$ cat src/design/event_timer_table_macros.svh
`ifndef EVENT_TIMER_TABLE_MACROS_SVH
`define EVENT_TIMER_TABLE_MACROS_SVH

// Same-cycle implication, sampled on clk, off while rst_n is low.
`define ETT_ASSERT_NOW(lbl, ante, cons, msg) \
    lbl: assert property (@(posedge clk) disable iff (!rst_n) (ante) |-> (cons)) \
        else $error(msg);

// Next-cycle implication, sampled on clk, off while rst_n is low.
`define ETT_ASSERT_NEXT(lbl, ante, cons, msg) \
    lbl: assert property (@(posedge clk) disable iff (!rst_n) (ante) |=> (cons)) \
        else $error(msg);

`endif

$ cat src/design/ett_pkg.sv
`default_nettype none

package ett_pkg;

    localparam int SLOTS_DEFAULT = 16;
    localparam int MAX_RESULTS   = 16;
    localparam int CNT_W         = $clog2(MAX_RESULTS + 1);

    localparam int FUNC_W   = 3;
    localparam int SLOT_W   = 6;
    localparam int STATUS_W = 2;
    localparam int TIME_W   = 32;

    localparam logic [TIME_W-1:0] TIME_ONES = '1;

    typedef enum logic [FUNC_W-1:0] {
        FN_CREATE     = 3'd0,
        FN_ACTIVATE   = 3'd1,
        FN_DEACTIVATE = 3'd2,
        FN_ARM        = 3'd3,
        FN_QUERY      = 3'd4,
        FN_TICK       = 3'd5,
        FN_SCAN       = 3'd6
    } func_t;

    typedef enum logic [STATUS_W-1:0] {
        STS_OK       = 2'd0,
        STS_NO_FREE  = 2'd1,
        STS_BAD_SLOT = 2'd2
    } status_t;

    typedef enum logic [3:0] {
        ST_IDLE,
        ST_EXEC,
        ST_QUERY_RD,
        ST_QUERY_SUB,
        ST_QUERY_EVAL,
        ST_CREATE,
        ST_SCAN_RD,
        ST_SCAN_EVAL,
        ST_SCAN_END
    } state_t;

    typedef struct packed {
        status_t             status;
        logic [SLOT_W-1:0]   slot_id;
        logic                fired;
        logic [TIME_W-1:0]   remaining;
        logic                last;
    } res_t;

endpackage

`default_nettype wire

$ cat src/design/ett_if.sv
`default_nettype none

interface ett_req_if import ett_pkg::*; ();
    logic                valid;
    logic                ready;
    logic [FUNC_W-1:0]   func;
    logic [SLOT_W-1:0]   slot;
    logic [TIME_W-1:0]   delay_ms;

    modport source (output valid, output func, output slot, output delay_ms, input ready);
    modport sink   (input valid, input func, input slot, input delay_ms, output ready);
endinterface

interface ett_rsp_if import ett_pkg::*; ();
    logic                valid;
    logic                ready;
    logic [STATUS_W-1:0] status;
    logic [SLOT_W-1:0]   slot_id;
    logic                fired;
    logic [TIME_W-1:0]   remaining;
    logic [TIME_W-1:0]   tick_now;
    logic                last;

    modport source (output valid, output status, output slot_id, output fired,
                    output remaining, output tick_now, output last, input ready);
    modport sink   (input valid, input status, input slot_id, input fired,
                    input remaining, input tick_now, input last, output ready);
endinterface

`default_nettype wire

$ cat src/design/event_timer_table.sv
// Channel  Dir  Payload                                          Handshake
// req      in   func, slot, delay_ms                             valid/ready
// rsp      out  status, slot_id, fired, remaining, tick_now, last valid/ready
//
// One request at a time. Activate, deactivate, arm, tick and bad ids: one execute state.
// Query: timer RAM read, subtract, compare. Create: walks the slot flags from
// slot 0, one slot flag per cycle. Scan: idle slots are skipped at the read state
// and each active slot is read, then evaluated, an order set by the single RAM read port.
// Reset clears the count and all slot flags at once; the timer RAM is not cleared.
// A stalled rsp holds the output register; the next request is taken meanwhile.
`default_nettype none
`include "event_timer_table_macros.svh"

module event_timer_table import ett_pkg::*; #(
    parameter int SLOTS = SLOTS_DEFAULT
) (
    input  logic      clk,
    input  logic      rst_n,
    ett_req_if.sink   req,
    ett_rsp_if.source rsp
);

    localparam int IDX_W   = (SLOTS > 1) ? $clog2(SLOTS) : 1;
    localparam int SLOT_XW = SLOT_W + 1;
    localparam logic [IDX_W-1:0]   LAST_IDX    = IDX_W'(SLOTS - 1);
    localparam logic [SLOT_XW-1:0] SLOTS_BOUND = SLOT_XW'(SLOTS);
    localparam logic [CNT_W-1:0]   CNT_LAST    = CNT_W'(MAX_RESULTS - 1);

    state_t              state_reg, state_next;
    logic [FUNC_W-1:0]   req_func_reg;
    logic [SLOT_W-1:0]   req_slot_reg;
    logic [TIME_W-1:0]   req_delay_reg;
    logic [TIME_W-1:0]   ms_reg, ms_next;
    logic [SLOTS-1:0]    used_reg, used_next;
    logic [SLOTS-1:0]    active_reg, active_next;
    logic [IDX_W-1:0]    idx_reg, idx_next;
    logic [CNT_W-1:0]    cnt_reg, cnt_next;
    logic                hold_valid_reg, hold_valid_next;
    logic [IDX_W-1:0]    hold_id_reg, hold_id_next;
    logic [TIME_W-1:0]   elapsed_reg, elapsed_next;
    logic [TIME_W-1:0]   rem_delay_reg, rem_delay_next;
    logic                out_valid_reg, out_valid_next;
    res_t                out_res_reg, out_res_next;
    logic [TIME_W-1:0]   out_tick_reg, out_tick_next;

    // Timer RAM: {start, delay} per slot.
    logic [2*TIME_W-1:0] tmr_mem [SLOTS];
    logic [2*TIME_W-1:0] rd_data_reg;
    logic                mem_we;
    logic [IDX_W-1:0]    mem_waddr;
    logic [2*TIME_W-1:0] mem_wdata;
    logic                rd_en;
    logic [IDX_W-1:0]    rd_addr;

    logic                emit;
    res_t                res;
    logic                out_free;
    logic                slot_ok;
    logic                in_slot_ok;
    logic [IDX_W-1:0]    slot_idx;
    logic [TIME_W-1:0]   rd_start;
    logic [TIME_W-1:0]   rd_delay;
    logic [TIME_W-1:0]   scan_elapsed;
    logic                scan_expired;
    logic                idx_at_last;
    func_t               func_sel;

    assign out_free     = !out_valid_reg || rsp.ready;
    assign slot_ok      = {1'b0, req_slot_reg} < SLOTS_BOUND;
    assign in_slot_ok   = {1'b0, req.slot} < SLOTS_BOUND;
    assign slot_idx     = req_slot_reg[IDX_W-1:0];
    assign rd_start     = rd_data_reg[2*TIME_W-1:TIME_W];
    assign rd_delay     = rd_data_reg[TIME_W-1:0];
    assign scan_elapsed = ms_reg - rd_start;
    assign scan_expired = scan_elapsed >= rd_delay;
    assign idx_at_last  = idx_reg == LAST_IDX;
    assign func_sel     = func_t'(req_func_reg);

    assign req.ready     = state_reg == ST_IDLE;
    assign rsp.valid     = out_valid_reg;
    assign rsp.status    = out_res_reg.status;
    assign rsp.slot_id   = out_res_reg.slot_id;
    assign rsp.fired     = out_res_reg.fired;
    assign rsp.remaining = out_res_reg.remaining;
    assign rsp.tick_now  = out_tick_reg;
    assign rsp.last      = out_res_reg.last;

    always_comb
    begin
        state_next = state_reg;
        unique case (state_reg)
            ST_IDLE:
            begin
                if (req.valid)
                begin
                    unique case (func_t'(req.func))
                        FN_CREATE: state_next = ST_CREATE;
                        FN_QUERY:  state_next = in_slot_ok ? ST_QUERY_RD : ST_EXEC;
                        FN_SCAN:   state_next = ST_SCAN_RD;
                        default:   state_next = ST_EXEC;
                    endcase
                end
            end
            ST_EXEC:
            begin
                if (out_free)
                    state_next = ST_IDLE;
            end
            ST_QUERY_RD:  state_next = ST_QUERY_SUB;
            ST_QUERY_SUB: state_next = ST_QUERY_EVAL;
            ST_QUERY_EVAL:
            begin
                if (out_free)
                    state_next = ST_IDLE;
            end
            ST_CREATE:
            begin
                if ((!used_reg[idx_reg] || idx_at_last) && out_free)
                    state_next = ST_IDLE;
            end
            ST_SCAN_RD:
            begin
                if (active_reg[idx_reg])
                    state_next = ST_SCAN_EVAL;
                else if (idx_at_last)
                    state_next = ST_SCAN_END;
            end
            ST_SCAN_EVAL:
            begin
                if (!scan_expired)
                    state_next = idx_at_last ? ST_SCAN_END : ST_SCAN_RD;
                else if (!hold_valid_reg || out_free)
                    state_next = (cnt_reg == CNT_LAST || idx_at_last) ? ST_SCAN_END
                                                                       : ST_SCAN_RD;
            end
            ST_SCAN_END:
            begin
                if (out_free)
                    state_next = ST_IDLE;
            end
            default: state_next = ST_IDLE;
        endcase
    end

    always_comb
    begin
        ms_next         = ms_reg;
        used_next       = used_reg;
        active_next     = active_reg;
        idx_next        = idx_reg;
        cnt_next        = cnt_reg;
        hold_valid_next = hold_valid_reg;
        hold_id_next    = hold_id_reg;
        elapsed_next    = elapsed_reg;
        rem_delay_next  = rem_delay_reg;
        mem_we          = 1'b0;
        mem_waddr       = slot_idx;
        mem_wdata       = {ms_reg, req_delay_reg};
        rd_en           = 1'b0;
        rd_addr         = idx_reg;
        emit            = 1'b0;
        res             = '0;

        unique case (state_reg)
            ST_IDLE:
            begin
                if (req.valid)
                begin
                    idx_next        = '0;
                    cnt_next        = '0;
                    hold_valid_next = 1'b0;
                end
            end
            ST_EXEC:
            begin
                if (out_free)
                begin
                    emit     = 1'b1;
                    res.last = 1'b1;
                    case (func_sel) inside
                        FN_ACTIVATE, FN_ARM:
                        begin
                            if (!slot_ok)
                                res.status = STS_BAD_SLOT;
                            else
                            begin
                                mem_we    = 1'b1;
                                mem_wdata = {ms_reg,
                                             (func_sel == FN_ARM) ? req_delay_reg : '0};
                                used_next[slot_idx]   = 1'b1;
                                active_next[slot_idx] = 1'b1;
                            end
                        end
                        FN_DEACTIVATE:
                        begin
                            if (!slot_ok)
                                res.status = STS_BAD_SLOT;
                            else
                            begin
                                used_next[slot_idx]   = 1'b1;
                                active_next[slot_idx] = 1'b0;
                            end
                        end
                        FN_QUERY:
                        begin
                            res.status    = STS_BAD_SLOT;
                            res.remaining = TIME_ONES;
                        end
                        FN_TICK: ms_next = ms_reg + 32'd1;
                        default: ;
                    endcase
                end
            end
            ST_QUERY_RD:
            begin
                rd_en   = 1'b1;
                rd_addr = slot_idx;
            end
            ST_QUERY_SUB:
            begin
                elapsed_next   = ms_reg - rd_start;
                rem_delay_next = rd_delay;
            end
            ST_QUERY_EVAL:
            begin
                if (out_free)
                begin
                    emit          = 1'b1;
                    res.last      = 1'b1;
                    res.remaining = (active_reg[slot_idx] && rem_delay_reg > elapsed_reg)
                                    ? rem_delay_reg - elapsed_reg : TIME_ONES;
                end
            end
            ST_CREATE:
            begin
                if (!used_reg[idx_reg])
                begin
                    if (out_free)
                    begin
                        emit               = 1'b1;
                        res.last           = 1'b1;
                        res.slot_id        = SLOT_W'(idx_reg);
                        used_next[idx_reg] = 1'b1;
                    end
                end
                else if (idx_at_last)
                begin
                    if (out_free)
                    begin
                        emit       = 1'b1;
                        res.last   = 1'b1;
                        res.status = STS_NO_FREE;
                    end
                end
                else
                    idx_next = idx_reg + 1'b1;
            end
            ST_SCAN_RD:
            begin
                if (active_reg[idx_reg])
                    rd_en = 1'b1;
                else if (!idx_at_last)
                    idx_next = idx_reg + 1'b1;
            end
            ST_SCAN_EVAL:
            begin
                if (!scan_expired)
                begin
                    if (!idx_at_last)
                        idx_next = idx_reg + 1'b1;
                end
                else if (!hold_valid_reg || out_free)
                begin
                    // Release the previous hit now that a later one is known.
                    if (hold_valid_reg)
                    begin
                        emit        = 1'b1;
                        res.slot_id = SLOT_W'(hold_id_reg);
                        res.fired   = 1'b1;
                    end
                    hold_valid_next = 1'b1;
                    hold_id_next    = idx_reg;
                    cnt_next        = cnt_reg + 1'b1;
                    if (!idx_at_last)
                        idx_next = idx_reg + 1'b1;
                end
            end
            ST_SCAN_END:
            begin
                if (out_free)
                begin
                    emit     = 1'b1;
                    res.last = 1'b1;
                    if (hold_valid_reg)
                    begin
                        res.slot_id = SLOT_W'(hold_id_reg);
                        res.fired   = 1'b1;
                    end
                    hold_valid_next = 1'b0;
                end
            end
            default: ;
        endcase

        out_valid_next = emit ? 1'b1 : (rsp.ready ? 1'b0 : out_valid_reg);
        out_res_next   = emit ? res : out_res_reg;
        out_tick_next  = emit ? ms_next : out_tick_reg;
    end

    always_ff @(posedge clk or negedge rst_n)
    begin
        if (!rst_n)
        begin
            state_reg      <= ST_IDLE;
            ms_reg         <= '0;
            used_reg       <= '0;
            active_reg     <= '0;
            idx_reg        <= '0;
            cnt_reg        <= '0;
            hold_valid_reg <= 1'b0;
            out_valid_reg  <= 1'b0;
        end
        else
        begin
            state_reg      <= state_next;
            ms_reg         <= ms_next;
            used_reg       <= used_next;
            active_reg     <= active_next;
            idx_reg        <= idx_next;
            cnt_reg        <= cnt_next;
            hold_valid_reg <= hold_valid_next;
            out_valid_reg  <= out_valid_next;
        end
    end

    always_ff @(posedge clk)
    begin
        if (req.valid && req.ready)
        begin
            req_func_reg  <= req.func;
            req_slot_reg  <= req.slot;
            req_delay_reg <= req.delay_ms;
        end
        hold_id_reg   <= hold_id_next;
        elapsed_reg   <= elapsed_next;
        rem_delay_reg <= rem_delay_next;
        out_res_reg   <= out_res_next;
        out_tick_reg  <= out_tick_next;
    end

    // Writes land before any later request can read the entry: no forwarding.
    always_ff @(posedge clk)
    begin
        if (mem_we)
            tmr_mem[mem_waddr] <= mem_wdata;
        if (rd_en)
            rd_data_reg <= tmr_mem[rd_addr];
    end

    `ETT_ASSERT_NOW(a_active_used, 1'b1, (active_reg & ~used_reg) == '0,
        "active slot not marked used")
    `ETT_ASSERT_NOW(a_walk_range,
        state_reg == ST_CREATE || state_reg == ST_SCAN_RD || state_reg == ST_SCAN_EVAL,
        idx_reg <= LAST_IDX, "slot walk index past last slot")
    `ETT_ASSERT_NOW(a_scan_cap, state_reg == ST_SCAN_RD || state_reg == ST_SCAN_EVAL,
        cnt_reg < CNT_W'(MAX_RESULTS), "scan kept walking after result cap")
    `ETT_ASSERT_NOW(a_hold_count, hold_valid_reg, cnt_reg != '0,
        "held scan hit without a hit count")
    `ETT_ASSERT_NEXT(a_ms_step, 1'b1,
        ms_reg == $past(ms_reg) || ms_reg == $past(ms_reg) + 32'd1,
        "millisecond count moved by more than one")

endmodule

`default_nettype wire
$ cat src/flat_wrapper.sv
// flat-port wrapper written by rule: the top's interface ports become plain ports
module event_timer_table_flat import ett_pkg::*;
#(
    parameter int SLOTS = SLOTS_DEFAULT
)
  (clk, rst_n, req_valid, req_func, req_slot, req_delay_ms, req_ready, rsp_valid, rsp_status, rsp_slot_id, rsp_fired, rsp_remaining, rsp_tick_now, rsp_last, rsp_ready);
  ett_req_if req_i ();
  ett_rsp_if rsp_i ();
  input  logic clk;
  input  logic rst_n;
  input wire logic [$bits(req_i.valid)-1:0] req_valid;
  input wire logic [$bits(req_i.func)-1:0] req_func;
  input wire logic [$bits(req_i.slot)-1:0] req_slot;
  input wire logic [$bits(req_i.delay_ms)-1:0] req_delay_ms;
  output wire logic [$bits(req_i.ready)-1:0] req_ready;
  output wire logic [$bits(rsp_i.valid)-1:0] rsp_valid;
  output wire logic [$bits(rsp_i.status)-1:0] rsp_status;
  output wire logic [$bits(rsp_i.slot_id)-1:0] rsp_slot_id;
  output wire logic [$bits(rsp_i.fired)-1:0] rsp_fired;
  output wire logic [$bits(rsp_i.remaining)-1:0] rsp_remaining;
  output wire logic [$bits(rsp_i.tick_now)-1:0] rsp_tick_now;
  output wire logic [$bits(rsp_i.last)-1:0] rsp_last;
  input wire logic [$bits(rsp_i.ready)-1:0] rsp_ready;
  assign req_i.valid = req_valid;
  assign req_i.func = req_func;
  assign req_i.slot = req_slot;
  assign req_i.delay_ms = req_delay_ms;
  assign req_ready = req_i.ready;
  assign rsp_valid = rsp_i.valid;
  assign rsp_status = rsp_i.status;
  assign rsp_slot_id = rsp_i.slot_id;
  assign rsp_fired = rsp_i.fired;
  assign rsp_remaining = rsp_i.remaining;
  assign rsp_tick_now = rsp_i.tick_now;
  assign rsp_last = rsp_i.last;
  assign rsp_i.ready = rsp_ready;
  event_timer_table #(.SLOTS(SLOTS)) u_core (.clk(clk), .rst_n(rst_n), .req(req_i), .rsp(rsp_i));
endmodule
$ cat config.mk
export PLATFORM = sky130hd
export DESIGN_NAME = event_timer_table_flat
export DESIGN_NICKNAME = d
export VERILOG_FILES = /design/src/design/ett_pkg.sv /design/src/design/ett_if.sv /design/src/design/event_timer_table.sv /design/src/flat_wrapper.sv
export VERILOG_INCLUDE_DIRS = /design/src /design/src/design
export SDC_FILE = /design/constraint.sdc
export NUM_CORES = 2
export LEC_CHECK = 0
export ABC_AREA = 1
export BUFFER_PORTS_ARGS = -buffer_cell sky130_fd_sc_hd__buf_2
export CAP_MARGIN = 30
export CORE_UTILIZATION = 56
export CTS_BUF_LIST = sky130_fd_sc_hd__clkbuf_16
export CTS_CLUSTER_DIAMETER = 200
export CTS_CLUSTER_SIZE = 20
export DETAILED_ROUTE_END_ITERATION = 6
export HOLD_SLACK_MARGIN = 0.1
export PLACE_DENSITY = 0.72
export SYNTH_ARGS = -nofsm -noshare
export SYNTH_HDL_FRONTEND = slang
export SYNTH_SLANG_ARGS = --single-unit
$ cat constraint.sdc
create_clock -name clk -period 6.4 [get_ports clk]
set_input_delay 0.64 -clock clk [delete_from_list [all_inputs] [get_ports clk]]
set_output_delay 0.64 -clock clk [all_outputs]
set_load 0.02 [all_outputs]
# == Yosys cells after proc, flatten, opt, wreduce, memory -nomap -nowiden ==
# Memory sizes are Yosys's and may differ from the RTL's. A register that Yosys moved wholly into a read port is not among the register bits.
# Index checks and enable logic that the tools add are counted.
# totals
regBits,262
ram_bits,1024
in_bits,45
out_inout_bits,76
wordCells,202
n_memories,1
# op_classes
add_sub_neg,5
n_lt_le_gt_ge,8
eq_ne,31
n_mux,103
bitwise_logic,5
n_reduce_logical,29
# mem_list
name,words,width,read_ports,rd_clocked_by_memory_dff,write_ports,line_no,source
u_core.tmr_mem,16,64,1,1,1,event_timer_table.sv:47,logic [2*TIME_W-1:0] tmr_mem [SLOTS];
# ops
cell,count
$mux 32,15
$mux 16,10
$mux 4,18
$mux 33,2
$pmux 32 s2,1
$sub 32x32->32,2
$or 16x16->16,3
$add 32x1->32 const B,1
$ge 32x32->1,1
$gt 32x32->1,1
$pmux 16 s2,1
$pmux 4 s7,1
$mux 1,26
$mux 5,5
$reduce_and 5->1,4
$pmux 6 s3,1
$and 16x16->16,1
$eq 4x3->1 const B,4
$ne 2x1->1 const B,8
$not 16->16,1
$pmux 4 s4,1
$mux 2,7
$mux 7,2
$bmux 1 s4,3
other kinds (35),62

# == Depth between registers and ports, before layout ==
# depth
ltp_word,10
mapped_depth,26
ltp_nobuf,26

# == Least setup slack after synthesis ==
# OpenSTA, ideal clock, no wires.
# synth_timing
path_kind,register -> register
from,register u_core.idx_reg[0]
to,register u_core.state_reg[0]
setup_ns,0.065
arrival_time_ns,6.406
t_required_ns,6.335
path_slack_ns,-0.071
stages_incl_launch_ff,14
path_buffers,3
period_less_slack_ns,6.471
cell_sequence,dfrtp_1 > buf_2 > buf_4 > buf_6 > nand2_1 > nand3_1 > o21ai_0 > nand2_1 > nand2_1 > nor2_1 > o21ai_0 > o21bai_1 > nand2_1 > nand2_1
# synth_between
elab_chain_cells,7
word_cells_on_any_way,13
cone_classes,eq/ne: 3; mux: 6; reduce/logical: 4
# synth_lines
item,line_no,source
from (decl),event_timer_table.sv:36,"logic [IDX_W-1:0] idx_reg, idx_next;"
from (signal assigned),event_timer_table.sv:329,idx_reg <= idx_next;
$bmux 1 s4,event_timer_table.sv:118,if ((!used_reg[idx_reg] || idx_at_last) && out_free)
$mux 1 (not written as such),event_timer_table.sv:118,
$logic_not 1->1,event_timer_table.sv:118,
$logic_or 1x1->1,event_timer_table.sv:118,
$logic_and 1x1->1,event_timer_table.sv:118,
$ne 2x1->1 (no line),--,
$reduce_and 5->1 (no line),--,
to (signal assigned),event_timer_table.sv:325,state_reg <= state_next;
to (decl),event_timer_table.sv:29,"state_t state_reg, state_next;"
# Parallel ways exist; a longest one is shown, timed or not. The select of a mux whose other input is x is not followed.
# A chain may end at the register's enable or synchronous reset.

# == Worst setup path after layout ==
# layout_timing
from,register u_core.ms_reg[2]
to,register u_core.out_tick_reg[14] (netlist: u_core.rsp.tick_now[14]) (enable)
# layout_between
elab_chain_cells,4
# layout_lines
item,line_no,source
from (decl),event_timer_table.sv:33,"logic [TIME_W-1:0] ms_reg, ms_next;"
from (signal assigned),event_timer_table.sv:326,ms_reg <= ms_next;
$sub 32x32->32,event_timer_table.sv:74,assign scan_elapsed = ms_reg - rd_start;
net u_core.scan_elapsed[21],event_timer_table.sv:63,logic [TIME_W-1:0] scan_elapsed;
$ge 32x32->1,event_timer_table.sv:75,assign scan_expired = scan_elapsed >= rd_delay;
$mux 1,event_timer_table.sv:267,if (!scan_expired)
$pmux 1 s3,event_timer_table.sv:164,unique case (state_reg)
net u_core.emit,event_timer_table.sv:55,logic emit;
to (signal assigned),event_timer_table.sv:348,out_tick_reg <= out_tick_next;
to (decl),event_timer_table.sv:44,"logic [TIME_W-1:0] out_tick_reg, out_tick_next;"
# The timed path passes the listed nets, and every way through them passes these cells.

==> impl_metrics.csv <==
group,metric,value,unit
run_status,outcome,"finished, final reports clean",
critical_path,worstSetupStartpointType,"flip-flop",
timing,timing_worst_slew_pin_value,1.04,ns
clock_tree,cts_htree_levels,3,
yosys,netlist_instances,4781,
critical_path,worstReg2RegEnd,"u_core.rsp.tick_now[14]",
grt,globalRoute.totalOverflow,0,
grt,track_usage,0.284,
power,total_power,0.0239,W
clock_tree,cts_tree,"built",
timing,rsz0062_at_grt,"no",
power,intPower,0.0152,W
yosys,ys_seq_area_frac,0.697,
place,numPortBuffers,118,
finish,final_design_area_excluding_fillers,61900,um2
finish,largest_register_ff_count,1024,
floorplan,die_w,322,um
clock_tree,max-clock-path-buffers,3,
clock_tree,cts.repair.resized,0,
place,place.detailed.hpwl,82.8,mm
floorplan,die_y,322,um
timing,slew_headroom,0.301,
timing,setup-violations-final,0,
critical_path,worstSetupEndpointType,"flip-flop",
critical_path,path_common_cell,"sky130_fd_sc_hd__nand2_1",
route,via_per_inst,6.12,
clock_tree,clock-sinks,1348,
power,leakage,23.7,nW
critical_path,data_arrival_critical_path,5.80,ns
place,dpl_cell_area,59700,um2
grt,grt_max_degree,216,
power,ir_drop,840,uV
floorplan,start_util,0.565,
power,switching_share,0.363,
grt,grt_first_pass_wirelength,220,mm
power,switching_power,0.00866,W
clock_tree,root_buffer,"sky130_fd_sc_hd__clkbuf_16",
timing,fin_worst_skew,0.0256,ns
critical_path,critPathSlowestCell,"sky130_fd_sc_hd__dfrtp_1",
critical_path,cp_max_fo,72,
finish,num-nets-final,4967,
yosys,dominant_register_cell_in_the_synthesized_netlist,"sky130_fd_sc_hd__edfxtp_1",
yosys,synth.top_cells.by_area,"sky130_fd_sc_hd__edfxtp_1, sky130_fd_sc_hd__o21ai_0, sky130_fd_sc_hd__nor2_1",
timing,finalCritPeriodShare,0.872,
critical_path,critPathLaunch,"u_core.ms_reg[2]",
timing,setup_ws,0.821,ns
flow_run,maxCapViolations,0,
critical_path,timing.critical_path.slowest_cell_delay,0.74,ns
yosys,number_of_warnings_issued_by_yosys,0,
critical_path,timing.reg2reg.setup_slack,0.82,ns
route,route.vias.total,38036,
yosys,synth_edf_count,1269,
timing,final-hold-violation-count,0,
timing,layout_min_cycle_time,5.58,ns
route,avgRoutedWirePerCell,23.9,um
timing,timing_max_transition_violations_final,0,
finish,final.fill_count,7818,
power,power_per_cell_area,385,nW/um2
yosys,ys_seq_elements,1348,
power,power_frac_clock,0.208,
yosys,syn-cell-area,57500,um2
place,gpl.final_weighted_congestion,0.957,
timing,fmax,0.179,GHz
finish,antenna_cells,0,
finish,fraction_of_final_layout_cells_with_drive_strength_greater_than_1,0.0654,
floorplan,ios,121,
critical_path,reg2reg_from,"u_core.ms_reg[2]",
critical_path,r2r_cells,17,
power,power.sequential.fraction,0.472,
grt,vias_in_the_first_global_route,35648,
worst_hold_path,hp-class,"input pin to flip-flop",
yosys,synth.most_common_cell,"sky130_fd_sc_hd__edfxtp_1",
route,detail_route.first_pass.iterations,6,
critical_path,critical_path.cell_chain,"ha_1, a21oi_1, nand2_1, a21boi_0, o21ai_0, a21oi_1, o21ai_0, nand2_1, nand2_1, ha_1, a21oi_1, o21a_1, nand2_1, a21oi_1, nand2_1, nand4_1, nand2_4",
route,drt_iter0_markers,5141,
finish,fraction_of_the_core_area_covered_by_cells_at_the_end_of_the_flow,0.609,
power,pwr-share-comb,0.320,
critical_path,timing.critical_path.required,6.62,ns
clock_tree,cts_inserted_buffers,77,
yosys,synth.cells.most_frequent,"sky130_fd_sc_hd__edfxtp_1, sky130_fd_sc_hd__nor2_1, sky130_fd_sc_hd__o21ai_0",
yosys,synth_top_area_frac,0.663,
floorplan,rows,117,
critical_path,critical_path_end,"u_core.rsp.tick_now[14]",
grt,number_of_antenna_violations_at_the_first_check_in_global_routing,1,
yosys,post_synth_num_cell_types,49,
finish,synthToLayoutAreaGrowth,7.75,%
floorplan,core_region_area,102000,um2
finish,ff_latch_area,40100,um2
yosys,synthesis.area_per_instance,12.0,um2
floorplan,die-area,104000,um2
critical_path,crit_type,"flip-flop to flip-flop",
route,antenna_left,0,
clock_tree,clock_pin_slew_reported_for_the_worst_setup_and_hold_paths_after_clock_tree_synthesis,0.09,ns
finish,multiInputGateArea,15000,um2
place,place_worst_setup_slack,0.892,ns
route,postRouteWirelength,148,mm
clock_tree,source_to_sink_clock_delay_at_the_later_pin_of_the_worst_skew_pair,0.69,ns
timing,final.setup.tns,0,ns
route,remaining_drc_errors,0,
yosys,synthArstFlopShare,0.0586,
yosys,synth_area_leader_cell,"sky130_fd_sc_hd__edfxtp_1",
-- per-stage QoR --
step                hold WS (ns)  std cells
floorplan                  0.344       4782
CTS                        0.100       6211
global route               0.105       6212
finish                     0.130       6212
global placement           0.440       6094
detailed placement         0.442       6096
-- cell families after synthesis --
logic type	synth area share
DFF	0.697
other	0.0000652
AOI/OAI and AO/OA	0.127
and+or+nand+nor	0.0964
xor gates and xnor gates	0.0117
buffers and inverters	0.0444
adders and majority gates	0.0229
-- cell type report --
class,count,area share
Clock buffer,78,0.0315
Tap cell,1368,0.0276
Timing Repair Buffer,194,0.0243
Multi-Input combinational cell,2802,0.242
Inverter,395,0.0243
Clock inverter,27,0.00309
Sequential cell,1348,0.647
-- placed cells by master, fill, tap and decap left out, types with 22 or more instances in the layout --
master / count
sky130_fd_sc_hd__a21oi_1: 94
sky130_fd_sc_hd__buf_12: 22
sky130_fd_sc_hd__buf_2: 117
sky130_fd_sc_hd__buf_4: 43
sky130_fd_sc_hd__clkbuf_16: 78
sky130_fd_sc_hd__dfrtp_1: 79
sky130_fd_sc_hd__edfxtp_1: 1269
sky130_fd_sc_hd__ha_1: 102
sky130_fd_sc_hd__inv_1: 403
sky130_fd_sc_hd__nand2_1: 515
sky130_fd_sc_hd__nand3_1: 122
sky130_fd_sc_hd__nor2_1: 633
sky130_fd_sc_hd__nor3_1: 27
sky130_fd_sc_hd__o211ai_1: 192
sky130_fd_sc_hd__o21ai_0: 615
sky130_fd_sc_hd__o21ai_1: 102
sky130_fd_sc_hd__o21bai_1: 43
sky130_fd_sc_hd__o221ai_1: 77
sky130_fd_sc_hd__o22ai_1: 92
sky130_fd_sc_hd__xor2_1: 60
-- power groups by stage --
stage               logic [W]  registers, W  clock network (W)
floorplan             0.00489        0.0117                  0
CTS                   0.00759        0.0113            0.00503
global placement      0.00732        0.0115                  0
global route          0.00840        0.0113            0.00531
detailed placement    0.00756        0.0115                  0
finish                0.00763        0.0113            0.00498
-- worst max-delay path: cells and delay by family, from the launching register on --
kind	cells	cell delay (ns)
compound gates	8	2.13
fa+ha+maj	2	0.70
simple gates	7	1.48
flops	1	0.74
-- routing by layer --
layer,track usage,vias to the layer above,share of wire
met3,0.0397,299,0.088
met1,0.411,18590,0.41
met2,0.447,1905,0.46
met5,0,-,0
met4,0.0962,0,0.033
li1,-,17242,-
-- how the worst min path moves through the flow --
stage / endpoint / startpoint / slack (ns) / cells past startpoint
global placement: u_core.used_reg[4] / u_core.used_reg[4] / 0.44 / 2
floorplan: asynchronous set/reset pin / rst_n / 0.34 / 0
global route: u_core.req_delay_reg[20] / req_delay_ms[20] / 0.11 / 1
finish: u_core.req_delay_reg[1] / req_delay_ms[1] / 0.13 / 1
CTS: u_core.req_delay_reg[19] / req_delay_ms[19] / 0.10 / 1
detailed placement: u_core.rem_delay_reg[3] / u_core.rd_data_reg[3] / 0.44 / 0
-- what timing repair did --
action / in CTS / in global routing
setup endpoints to repair: 0 / 0
buffers inserted: 0 / 0
hold buffers: 10 / 0
hold endpoints to repair: 33 / 0
(Power assumes the default switching activity.)
